<file path="config.mk">
export PLATFORM = sky130hd
export DESIGN_NAME = xmodem_checksum_receiver_top
export DESIGN_NICKNAME = d
export VERILOG_FILES = /design/src/hdl/xmcr_pkg.sv /design/src/hdl/xmcr_datapath.sv /design/src/hdl/xmcr_controller.sv /design/src/hdl/xmodem_checksum_receiver_top.sv
export SDC_FILE = /design/constraint.sdc
export NUM_CORES = 2
export LEC_CHECK = 0
export BUFFER_PORTS_ARGS = -buffer_cell sky130_fd_sc_hd__buf_2
export CAP_MARGIN = 25
export CORE_ASPECT_RATIO = 1.75
export CORE_UTILIZATION = 60
export CTS_BUF_LIST = sky130_fd_sc_hd__clkbuf_8
export DETAILED_ROUTE_END_ITERATION = 10
export HOLD_SLACK_MARGIN = 0.02
export PLACE_DENSITY = 0.77
export SYNTH_ARGS = -nofsm -noshare
export SYNTH_HDL_FRONTEND = slang
export SYNTH_SLANG_ARGS = --single-unit
export TNS_END_PERCENT = 50
</file>
<file path="constraint.sdc">
create_clock -name clock -period 4.8 [get_ports clock]
set_input_delay 0.72 -clock clock [delete_from_list [all_inputs] [get_ports clock]]
set_output_delay 0.72 -clock clock [all_outputs]
set_load 0.02 [all_outputs]
</file>
<file path="src/hdl/xmcr_pkg.sv">
// ----------------------------------------------------------------------------
// xmcr_pkg
// Shared types and constants for the checksum-mode file receiver.
// ----------------------------------------------------------------------------
package xmcr_pkg;

   // line control bytes
   localparam logic [7:0] BYTE_SOH = 8'h01;
   localparam logic [7:0] BYTE_EOT = 8'h04;
   localparam logic [7:0] BYTE_ACK = 8'h06;
   localparam logic [7:0] BYTE_NAK = 8'h15;
   localparam logic [7:0] BYTE_CAN = 8'h18;
   localparam logic [7:0] BYTE_SUB = 8'h1a;
   localparam logic [7:0] BYTE_CR  = 8'h0d;

   // transfer numbering after a start
   localparam logic [7:0] FIRST_NUMBER   = 8'd1;
   localparam logic [7:0] FIRST_COMPL    = 8'd254;
   localparam logic [7:0] NO_PREV_NUMBER = 8'd200;
   localparam logic [7:0] NO_PREV_COMPL  = 8'd200;

   // request commands
   localparam logic [1:0] CMD_START   = 2'd0;
   localparam logic [1:0] CMD_BYTE    = 2'd1;
   localparam logic [1:0] CMD_TIMEOUT = 2'd2;

   // result kinds
   localparam logic [1:0] KIND_LINE   = 2'd0;
   localparam logic [1:0] KIND_CHUNK  = 2'd1;
   localparam logic [1:0] KIND_DONE   = 2'd2;
   localparam logic [1:0] KIND_CANCEL = 2'd3;

   typedef enum logic [3:0] {
      ST_IDLE,
      ST_SOH,
      ST_NUM,
      ST_CNUM,
      ST_BODY,
      ST_SUM,
      ST_PURGE,
      ST_DONE,
      ST_CANCEL,
      ST_EOT_END,
      ST_SCAN_RD,
      ST_SCAN_USE,
      ST_SCAN_END,
      ST_FLUSH
   } state_type;

   typedef struct packed {
      logic       clear;
      logic       set_dup;
      logic       clr_dup;
      logic       body_start;
      logic       body_write;
      logic       advance;
      logic       push;
      logic [1:0] push_kind;
      logic [7:0] push_line;
      logic       scan_start;
      logic       scan_rd;
      logic       scan_use;
      logic       acc_push;
      logic       flush;
   } ctl_type;

   typedef struct packed {
      logic out_free;
      logic is_soh;
      logic is_eot;
      logic is_can;
      logic eq_exp_num;
      logic eq_prev_num;
      logic cpl_ok;
      logic eq_sum;
      logic idx_last;
      logic scan_hit;
   } stat_type;

endpackage

</file>
<file path="src/hdl/xmcr_datapath.sv">
// ----------------------------------------------------------------------------
// xmcr_datapath
// Frame store, numbering, checksum, chunk packing and the result registers.
// ----------------------------------------------------------------------------
module xmcr_datapath #(
   parameter int BLOCK_BYTES = 128
) (
   input  logic              clock,
   input  logic              reset,
   input  logic              csr_wr_en,
   input  logic              csr_wr_data,
   input  logic [7:0]        rx_byte,
   input  xmcr_pkg::ctl_type ctl,
   output xmcr_pkg::stat_type stat,
   input  logic              rsp_tready,
   output logic              rsp_tvalid,
   output logic [79:0]       rsp_tdata,
   output logic [1:0]        rsp_tuser,
   output logic              rsp_tlast
);

   localparam int IW = $clog2(BLOCK_BYTES);

   logic [7:0] mem [BLOCK_BYTES];

   logic          text_mode_ff;
   logic [7:0]    exp_num_ff, exp_num_in;
   logic [7:0]    exp_cpl_ff;
   logic [7:0]    prev_num_ff;
   logic [7:0]    prev_cpl_ff;
   logic          dup_ff;
   logic          end_ff;
   logic          send_ff;
   logic [IW-1:0] idx_ff;
   logic [7:0]    sum_ff;
   logic [7:0]    rd_ff;
   logic [63:0]   acc_ff, acc_app;
   logic [2:0]    cnt_ff;

   logic          stg_v_ff;
   logic [1:0]    stg_kind_ff;
   logic [7:0]    stg_line_ff;
   logic [63:0]   stg_chunk_ff;
   logic [3:0]    stg_cnt_ff;

   logic          out_v_ff;
   logic [1:0]    out_kind_ff;
   logic [7:0]    out_line_ff;
   logic [63:0]   out_chunk_ff;
   logic [3:0]    out_cnt_ff;
   logic          out_last_ff;

   logic          keep;
   logic          chunk_full;
   logic          acc_out;
   logic          do_push;
   logic [1:0]    item_kind;
   logic [7:0]    item_line;
   logic [63:0]   item_chunk;
   logic [3:0]    item_cnt;

   assign exp_num_in = exp_num_ff + 8'd1;

   // byte lane insert for the chunk being packed
   always_comb begin
      acc_app = acc_ff;
      for (int i = 0; i < 8; i++) begin
         if (cnt_ff == 3'(i)) acc_app[8*i +: 8] = rd_ff;
      end
   end

   assign keep       = !(text_mode_ff && rd_ff == xmcr_pkg::BYTE_CR);
   assign chunk_full = ctl.scan_use && !stat.scan_hit && keep && send_ff && cnt_ff == 3'd7;
   assign acc_out    = ctl.acc_push && send_ff && cnt_ff != 3'd0;
   assign do_push    = ctl.push || chunk_full || acc_out;

   always_comb begin
      item_kind  = ctl.push_kind;
      item_line  = ctl.push_line;
      item_chunk = '0;
      item_cnt   = '0;
      if (chunk_full) begin
         item_kind  = xmcr_pkg::KIND_CHUNK;
         item_line  = '0;
         item_chunk = acc_app;
         item_cnt   = 4'd8;
      end else if (acc_out) begin
         item_kind  = xmcr_pkg::KIND_CHUNK;
         item_line  = '0;
         item_chunk = acc_ff;
         item_cnt   = {1'b0, cnt_ff};
      end
   end

   always_comb begin
      stat.out_free    = !out_v_ff || rsp_tready;
      stat.is_soh      = rx_byte == xmcr_pkg::BYTE_SOH;
      stat.is_eot      = rx_byte == xmcr_pkg::BYTE_EOT;
      stat.is_can      = rx_byte == xmcr_pkg::BYTE_CAN;
      stat.eq_exp_num  = rx_byte == exp_num_ff;
      stat.eq_prev_num = rx_byte == prev_num_ff;
      stat.cpl_ok      = rx_byte == exp_cpl_ff || (dup_ff && rx_byte == prev_cpl_ff);
      stat.eq_sum      = rx_byte == sum_ff;
      stat.idx_last    = idx_ff == IW'(BLOCK_BYTES - 1);
      stat.scan_hit    = text_mode_ff && !end_ff && rd_ff == xmcr_pkg::BYTE_SUB;
   end

   always_ff @(posedge clock) begin
      if (ctl.body_write) mem[idx_ff] <= rx_byte;
      if (ctl.scan_rd) rd_ff <= mem[idx_ff];
   end

   always_ff @(posedge clock) begin
      if (reset) begin
         text_mode_ff <= 1'b0;
      end else if (csr_wr_en) begin
         text_mode_ff <= csr_wr_data;
      end
   end

   always_ff @(posedge clock) begin
      if (reset || ctl.clear) begin
         exp_num_ff  <= xmcr_pkg::FIRST_NUMBER;
         exp_cpl_ff  <= xmcr_pkg::FIRST_COMPL;
         prev_num_ff <= xmcr_pkg::NO_PREV_NUMBER;
         prev_cpl_ff <= xmcr_pkg::NO_PREV_COMPL;
         dup_ff      <= 1'b0;
         end_ff      <= 1'b0;
      end else begin
         if (ctl.set_dup) dup_ff <= 1'b1;
         if (ctl.clr_dup) dup_ff <= 1'b0;
         if (ctl.advance && !dup_ff) begin
            prev_num_ff <= exp_num_ff;
            prev_cpl_ff <= exp_cpl_ff;
            exp_num_ff  <= exp_num_in;
            exp_cpl_ff  <= ~exp_num_in;
         end
         if (ctl.scan_use && stat.scan_hit) end_ff <= 1'b1;
      end
   end

   // shared index: body fill, then scan
   always_ff @(posedge clock) begin
      if (ctl.body_start || ctl.scan_start) begin
         idx_ff <= '0;
      end else if (ctl.body_write || (ctl.scan_use && !stat.scan_hit)) begin
         idx_ff <= idx_ff + IW'(1);
      end
      if (ctl.body_start) begin
         sum_ff <= '0;
      end else if (ctl.body_write) begin
         sum_ff <= sum_ff + rx_byte;
      end
      if (ctl.scan_start) send_ff <= !end_ff && !dup_ff;
   end

   always_ff @(posedge clock) begin
      if (reset || ctl.scan_start || chunk_full || acc_out) begin
         acc_ff <= '0;
         cnt_ff <= '0;
      end else if (ctl.scan_use && !stat.scan_hit && keep && send_ff) begin
         acc_ff <= acc_app;
         cnt_ff <= cnt_ff + 3'd1;
      end
   end

   // one held word ahead of the output register, so the last flag is known
   always_ff @(posedge clock) begin
      if (reset) begin
         stg_v_ff <= 1'b0;
         out_v_ff <= 1'b0;
      end else if (do_push) begin
         stg_v_ff <= 1'b1;
         if (stg_v_ff) out_v_ff <= 1'b1;
         else if (rsp_tready) out_v_ff <= 1'b0;
      end else if (ctl.flush) begin
         stg_v_ff <= 1'b0;
         out_v_ff <= 1'b1;
      end else if (rsp_tready) begin
         out_v_ff <= 1'b0;
      end
   end

   always_ff @(posedge clock) begin
      if (do_push) begin
         stg_kind_ff  <= item_kind;
         stg_line_ff  <= item_line;
         stg_chunk_ff <= item_chunk;
         stg_cnt_ff   <= item_cnt;
      end
      if ((do_push && stg_v_ff) || ctl.flush) begin
         out_kind_ff  <= stg_kind_ff;
         out_line_ff  <= stg_line_ff;
         out_chunk_ff <= stg_chunk_ff;
         out_cnt_ff   <= stg_cnt_ff;
         out_last_ff  <= ctl.flush;
      end
   end

   assign rsp_tvalid = out_v_ff;
   assign rsp_tdata  = {4'b0, out_cnt_ff, out_chunk_ff, out_line_ff};
   assign rsp_tuser  = out_kind_ff;
   assign rsp_tlast  = out_last_ff;

`ifndef SYNTHESIS
   a_push_room: assert property (@(posedge clock) disable iff (reset)
      (do_push && stg_v_ff) |-> (!out_v_ff || rsp_tready))
      else $error("held word pushed over an untaken result");
   a_flush_held: assert property (@(posedge clock) disable iff (reset)
      ctl.flush |-> stg_v_ff)
      else $error("flush with no held word");
   a_read_once: assert property (@(posedge clock) disable iff (reset)
      ctl.scan_rd |=> !ctl.scan_rd)
      else $error("scan byte read twice without being used");
`endif

endmodule

</file>
<file path="src/hdl/xmcr_controller.sv">
// ----------------------------------------------------------------------------
// xmcr_controller
// Protocol phases and the sequencing of the per-frame drain.
// ----------------------------------------------------------------------------
module xmcr_controller (
   input  logic               clock,
   input  logic               reset,
   input  logic               req_tvalid,
   output logic               req_tready,
   input  logic [1:0]         req_tuser,
   input  xmcr_pkg::stat_type stat,
   output xmcr_pkg::ctl_type  ctl
);

   xmcr_pkg::state_type state_ff, state_in;
   xmcr_pkg::state_type ret_ff, ret_in;
   logic take;

   assign req_tready = state_ff inside {xmcr_pkg::ST_IDLE, xmcr_pkg::ST_SOH,
      xmcr_pkg::ST_NUM, xmcr_pkg::ST_CNUM, xmcr_pkg::ST_BODY, xmcr_pkg::ST_SUM,
      xmcr_pkg::ST_PURGE, xmcr_pkg::ST_DONE, xmcr_pkg::ST_CANCEL};
   assign take = req_tvalid && req_tready;

   always_ff @(posedge clock) begin
      if (reset) begin
         state_ff <= xmcr_pkg::ST_IDLE;
         ret_ff   <= xmcr_pkg::ST_IDLE;
      end else begin
         state_ff <= state_in;
         ret_ff   <= ret_in;
      end
   end

   // next state
   always_comb begin
      state_in = state_ff;
      ret_in   = ret_ff;
      if (take) begin
         case (req_tuser)
            xmcr_pkg::CMD_START: begin
               state_in = xmcr_pkg::ST_FLUSH;
               ret_in   = xmcr_pkg::ST_SOH;
            end
            xmcr_pkg::CMD_TIMEOUT: begin
               if (state_ff == xmcr_pkg::ST_PURGE) begin
                  state_in = xmcr_pkg::ST_FLUSH;
                  ret_in   = xmcr_pkg::ST_SOH;
               end else if (state_ff inside {xmcr_pkg::ST_SOH, xmcr_pkg::ST_NUM,
                  xmcr_pkg::ST_CNUM, xmcr_pkg::ST_BODY, xmcr_pkg::ST_SUM}) begin
                  state_in = xmcr_pkg::ST_PURGE;
               end
            end
            xmcr_pkg::CMD_BYTE: begin
               case (state_ff)
                  xmcr_pkg::ST_SOH: begin
                     if (stat.is_can) begin
                        state_in = xmcr_pkg::ST_FLUSH;
                        ret_in   = xmcr_pkg::ST_CANCEL;
                     end else if (stat.is_eot) begin
                        state_in = xmcr_pkg::ST_EOT_END;
                     end else if (stat.is_soh) begin
                        state_in = xmcr_pkg::ST_NUM;
                     end else begin
                        state_in = xmcr_pkg::ST_PURGE;
                     end
                  end
                  xmcr_pkg::ST_NUM: begin
                     state_in = (stat.eq_exp_num || stat.eq_prev_num) ?
                        xmcr_pkg::ST_CNUM : xmcr_pkg::ST_PURGE;
                  end
                  xmcr_pkg::ST_CNUM: begin
                     state_in = stat.cpl_ok ? xmcr_pkg::ST_BODY : xmcr_pkg::ST_PURGE;
                  end
                  xmcr_pkg::ST_BODY: begin
                     if (stat.idx_last) state_in = xmcr_pkg::ST_SUM;
                  end
                  xmcr_pkg::ST_SUM: begin
                     if (stat.eq_sum) begin
                        state_in = xmcr_pkg::ST_SCAN_RD;
                        ret_in   = xmcr_pkg::ST_SOH;
                     end else begin
                        state_in = xmcr_pkg::ST_PURGE;
                     end
                  end
                  default: ;
               endcase
            end
            default: ;
         endcase
      end else begin
         case (state_ff)
            xmcr_pkg::ST_EOT_END: begin
               if (stat.out_free) begin
                  state_in = xmcr_pkg::ST_FLUSH;
                  ret_in   = xmcr_pkg::ST_DONE;
               end
            end
            xmcr_pkg::ST_SCAN_RD: state_in = xmcr_pkg::ST_SCAN_USE;
            xmcr_pkg::ST_SCAN_USE: begin
               if (stat.out_free) begin
                  state_in = (stat.scan_hit || stat.idx_last) ?
                     xmcr_pkg::ST_SCAN_END : xmcr_pkg::ST_SCAN_RD;
               end
            end
            xmcr_pkg::ST_SCAN_END: begin
               if (stat.out_free) state_in = xmcr_pkg::ST_FLUSH;
            end
            xmcr_pkg::ST_FLUSH: begin
               if (stat.out_free) state_in = ret_ff;
            end
            default: ;
         endcase
      end
   end

   // commands
   always_comb begin
      ctl = '0;
      if (take) begin
         case (req_tuser)
            xmcr_pkg::CMD_START: begin
               ctl.clear     = 1'b1;
               ctl.push      = 1'b1;
               ctl.push_kind = xmcr_pkg::KIND_LINE;
               ctl.push_line = xmcr_pkg::BYTE_NAK;
            end
            xmcr_pkg::CMD_TIMEOUT: begin
               if (state_ff == xmcr_pkg::ST_PURGE) begin
                  ctl.push      = 1'b1;
                  ctl.push_kind = xmcr_pkg::KIND_LINE;
                  ctl.push_line = xmcr_pkg::BYTE_NAK;
               end
            end
            xmcr_pkg::CMD_BYTE: begin
               case (state_ff)
                  xmcr_pkg::ST_SOH: begin
                     if (stat.is_can) begin
                        ctl.push      = 1'b1;
                        ctl.push_kind = xmcr_pkg::KIND_CANCEL;
                     end else if (stat.is_eot) begin
                        ctl.push      = 1'b1;
                        ctl.push_kind = xmcr_pkg::KIND_LINE;
                        ctl.push_line = xmcr_pkg::BYTE_ACK;
                     end
                  end
                  xmcr_pkg::ST_NUM: begin
                     if (stat.eq_exp_num) ctl.clr_dup = 1'b1;
                     else if (stat.eq_prev_num) ctl.set_dup = 1'b1;
                  end
                  xmcr_pkg::ST_CNUM: ctl.body_start = stat.cpl_ok;
                  xmcr_pkg::ST_BODY: ctl.body_write = 1'b1;
                  xmcr_pkg::ST_SUM: begin
                     if (stat.eq_sum) begin
                        ctl.push       = 1'b1;
                        ctl.push_kind  = xmcr_pkg::KIND_LINE;
                        ctl.push_line  = xmcr_pkg::BYTE_ACK;
                        ctl.advance    = 1'b1;
                        ctl.scan_start = 1'b1;
                     end
                  end
                  default: ;
               endcase
            end
            default: ;
         endcase
      end else begin
         case (state_ff)
            xmcr_pkg::ST_EOT_END: begin
               if (stat.out_free) begin
                  ctl.push      = 1'b1;
                  ctl.push_kind = xmcr_pkg::KIND_DONE;
               end
            end
            xmcr_pkg::ST_SCAN_RD:  ctl.scan_rd  = 1'b1;
            xmcr_pkg::ST_SCAN_USE: ctl.scan_use = stat.out_free;
            xmcr_pkg::ST_SCAN_END: ctl.acc_push = stat.out_free;
            xmcr_pkg::ST_FLUSH:    ctl.flush    = stat.out_free;
            default: ;
         endcase
      end
   end

endmodule

</file>
<file path="src/hdl/xmodem_checksum_receiver_top.sv">
// ----------------------------------------------------------------------------
// xmodem_checksum_receiver_top
// Checksum-mode block file receiver: line events in, replies and data out.
// ----------------------------------------------------------------------------
// req channel: one word per line event; tuser is the command (start, received
// byte, timeout), tdata the byte. rsp channel: one word per result; tuser is
// the kind (line byte, data chunk, complete, cancelled), tlast marks the last
// word caused by one request word.
// req_tready stays high while a frame is being received, so header and body
// bytes stream at one per clock. A start, a NAK after purge, CAN or EOT puts
// its results in the held word and releases them through the flush state;
// no request is taken meanwhile.
// A good checksum drains the frame store through its single read port, with
// a read state and a use state per stored byte, ending early when text mode
// meets a SUB byte; no further request is taken during the drain.
// Results pass a held word and an output register, so a stalled rsp side
// stalls the drain and the flush but never loses a word.
// Reset clears the protocol to idle and text mode to off; no result is made
// until a start command. The frame store needs no clearing.
// ----------------------------------------------------------------------------
module xmodem_checksum_receiver_top #(
   parameter int BLOCK_BYTES = 128
) (
   input  logic        clock,
   input  logic        reset,
   input  logic        csr_wr_en,
   input  logic        csr_wr_data,   // text_mode
   input  logic        req_tvalid,
   output logic        req_tready,
   input  logic [7:0]  req_tdata,     // rx_byte
   input  logic [1:0]  req_tuser,     // cmd
   output logic        rsp_tvalid,
   input  logic        rsp_tready,
   output logic [79:0] rsp_tdata,     // line_byte, chunk, chunk_count, zero pad
   output logic [1:0]  rsp_tuser,     // out_kind
   output logic        rsp_tlast
);

   xmcr_pkg::ctl_type  ctl;
   xmcr_pkg::stat_type stat;

   xmcr_controller u_ctrl (
      .clock      (clock),
      .reset      (reset),
      .req_tvalid (req_tvalid),
      .req_tready (req_tready),
      .req_tuser  (req_tuser),
      .stat       (stat),
      .ctl        (ctl)
   );

   xmcr_datapath #(
      .BLOCK_BYTES (BLOCK_BYTES)
   ) u_dp (
      .clock       (clock),
      .reset       (reset),
      .csr_wr_en   (csr_wr_en),
      .csr_wr_data (csr_wr_data),
      .rx_byte     (req_tdata),
      .ctl         (ctl),
      .stat        (stat),
      .rsp_tready  (rsp_tready),
      .rsp_tvalid  (rsp_tvalid),
      .rsp_tdata   (rsp_tdata),
      .rsp_tuser   (rsp_tuser),
      .rsp_tlast   (rsp_tlast)
   );

endmodule
</file>
==> results.py <==
metrics = {
    "outcome": {
        "status": "complete, no violations",
    },
    "critical_path": {
        "crit_required_ns": 5.43,
        "max_stage_delay_ns": 0.88,
        "endpoint_kind": "register",
        "worstPathCellList": "buf_4 -> or4_1 -> nor3b_1 -> a31oi_1 -> o311ai_0 -> nor4b_1 -> nand4_1",
        "startpoint_type": "register",
        "cp.arrival_ns": 4.68,
        "critPathSlowestCell": "dfxtp_1",
        "path_buf_inv": 1,
        "crit_family": "simple AND/OR/NAND/NOR gates",
        "critPathKind": "reg2reg",
        "cp_max_fo": 18,
    },
    "cts": {
        "clkSinkCount": 1305,
        "cts_setup_buffers": 0,
        "cts_tree": "built",
        "clk_latency_ns": 0.92,
        "cts_resized": 0,
        "clock_path_buffers": 3,
        "cts_buffers": 171,
        "htree_num_levels": 4,
        "cts_hold_buf": 0,
        "clockRootBuffer": "clkbuf_8",
        "path_clk_slew_ns": 0.07,
    },
    "logic_synthesis": {
        "yosys.area_share.simple_pct": 6.052,
        "synth_edf_count": 1180,
        "ys_ff_latch": 1305,
        "synth_top_family_by_area": "compound AO/OA/AOI/OAI gates",
        "synth_compound_area_share_pct": 9.374,
        "synth_flop_cell": "edfxtp_1",
        "avgSynthCellArea_um2": 15.75,
        "ys_warn_count": 0,
        "synth.mux.area_fraction_pct": 7.924,
        "synth_xor_area_share_pct": 0.8879,
        "syn_area_um2": 52280,
        "ys_seq_area_share_pct": 72.56,
        "synth.distinct_cells": 90,
        "yosys.area_share.adder_pct": 0.4930,
        "async_flop_share_pct": 0,
        "netlist_instances": 3319,
    },
    "floorplanning": {
        "die_y_um": 392.5,
        "core_region_area_um2": 85990,
        "rows": 142,
        "die_area_um2": 88370,
        "start_util_pct": 60.80,
        "ioPinCount": 101,
        "die_w_um": 225.1,
    },
    "timing": {
        "slew_viol_final": 0,
        "timing.final.crit_share_pct": 84.27,
        "worst_pin_slew_ns": 1.161,
        "setup-tns-final_ns": 0,
        "layout_min_cycle_time_ns": 4.045,
        "relSlewSlack_pct": 22.51,
        "hold_viol": 0,
        "rsz0062_at_grt": "no",
        "fmax_ghz": 0.2472,
        "finalSetupViolations": 0,
        "clock_skew_ns": 0.04835,
    },
    "layout": {
        "design_area_um2": 57580,
        "fin_util_pct": 66.96,
        "fill_cells": 5781,
        "final_cell_mix": "edfxtp_1 (1,180), nor2_1 (233), nand2_1 (182)",
        "areaGrowthSynthToFinish_pct": 10.14,
        "multiInputGateArea_um2": 13050,
        "nNetsFinal": 3531,
        "final_common_cell": "edfxtp_1",
        "regArea_um2": 37950,
        "drive_gt1_share_pct": 18.27,
    },
    "power_and_ir_drop": {
        "power_frac_clock_pct": 29.1,
        "p_sw_uw": 8751,
        "p_leak_uw": 0.01943,
        "p_int_uw": 18290,
        "comb_power_share_pct": 23.8,
        "sw_frac_of_total_pct": 32.36,
        "vdd_drop_max_mv": 0.3565,
        "p_seq_share_pct": 47.1,
        "power.density_nw_per_um2": 469.6,
    },
    "grt": {
        "antenna_found_initial": 13,
        "grt-ovfl-total": 0,
        "grt_pass1_wl_mm": 220.2,
        "grt_pass1_vias": 32500,
        "grt_start_max_net_pins": 89,
        "gr-usage-all-layers_pct": 35.44,
    },
    "min_path": {
        "holdCritPathClass": "in2reg",
    },
    "place": {
        "place_congestion": 1.017,
        "place_hpwl_mm": 97.61,
        "place_area_um2": 54310,
        "io_buffers": 92,
    },
    "route": {
        "wl_per_cell_um": 32.01,
        "final_antenna_net_count": 0,
        "dr.pass1.iters": 6,
        "via_per_inst": 6.845,
        "route.detailed.drc": 0,
        "routed_wl_mm": 153.4,
        "dr.first_iter.drc_count": 4598,
        "num_vias": 32820,
    },
    "job": {
        "cap_violations": 0,
    },
}
## cell usage after synthesis, drive strengths merged, types with 38 or more instances
cell type	instances	share of area, %
a21oi	133	1.3
a221oi	107	1.8
a22o	72	1.2
a22oi	89	1.3
buf	138	1.7
clkbuf	111	0.81
dfxtp	125	4.8
edfxtp	1180	68
mux2	126	2.7
mux2i	133	2.5
mux4	61	2.6
nand2	183	1.3
nand3	81	0.78
nor2	236	1.7
nor3	39	0.39
o21ai	78	0.78
o22ai	38	0.45
## worst min-delay path, delay by kind of cell
kind | cells | cell delay, ns
and+or+nand+nor | 1 | 0.09
muxes | 1 | 0.06
buffers and inverters | 1 | 0.08
## sequential cells by signal, summed over array words and instances, names as in the netlist, 4 cells and up
name / count
u_dp.mem: 1024
u_dp.acc_ff: 64
u_dp.out_chunk_ff: 64
u_dp.stg_chunk_ff: 64
u_dp.exp_num_ff: 8
u_dp.prev_cpl_ff: 8
u_dp.prev_num_ff: 8
u_dp.rd_ff: 8
u_dp.sum_ff: 8
u_dp.exp_cpl_ff: 7
u_dp.idx_ff: 7
u_ctrl.state_ff: 4
u_dp.out_cnt_ff: 4
u_dp.stg_cnt_ff: 4
## path summary, 6_finish.rpt
path | endpoint | slack (ns) | cells after the start | from
min | u_dp.text_mode_ff | 0.10 | 3 | csr_wr_data
min reg2reg | u_dp.out_chunk_ff[32] | 0.41 | 0 | u_dp.stg_chunk_ff[32]
max | u_dp.rd_ff[0] | 0.75 | 7 | u_dp.idx_ff[4]
max reg2reg | u_dp.rd_ff[0] | 0.75 | 7 | u_dp.idx_ff[4]
## area by class of cell
type                    count  share of cell area, %
multi-input cells        1743                  22.66
well taps                1152                  2.503
flip-flops and latches   1305                  65.90
clock buffers             176                  4.207
repair buffers            245                  3.149
inverters                  29                 0.1890
diodes                      7                0.03042
clock inverters           137                  1.362
## power by group through the flow
stage / Sequential, uW / Combinational [uW] / Clock [uW]
floorplan: 12800 / 3720 / 0
global placement: 12900 / 5980 / 0
detailed placement: 13000 / 6040 / 0
CTS: 12700 / 6070 / 7910
global route: 12700 / 6500 / 8360
finish: 12700 / 6440 / 7870
## metal layers
layer / track usage [%] / up-vias / wire length [um]
met2: 56.35 / 2524 / 73790
li1: - / 13440 / -
met5: 0 / - / 77
met4: 31.59 / 12 / 15400
met3: 9.966 / 745 / 16570
met1: 38.74 / 16100 / 47610
## logic make-up after synthesis
logic type | count (synthesis)
flip-flops | 1305
AND/OR/NAND/NOR | 675
AO/OA/AOI/OAI | 667
multiplexers | 320
buffers and inverters | 278
XOR/XNOR | 53
adder cells (fa/ha/maj) | 20
other | 1
## per-stage QoR
stage               setup slack [ns]  hold WS (ns)  std cells  power [uW]
floorplan                     0.5615        0.4003       3326       16480
global placement              0.7319        0.4008       4471       18930
detailed placement            0.7135        0.4045       4471       18990
CTS                            1.040       0.07669       4784       26690
global route                  0.8837       0.09906       4789       27570
finish                        0.7549        0.1004       4794       27040
Note: power is estimated with default switching activity, not from simulation.
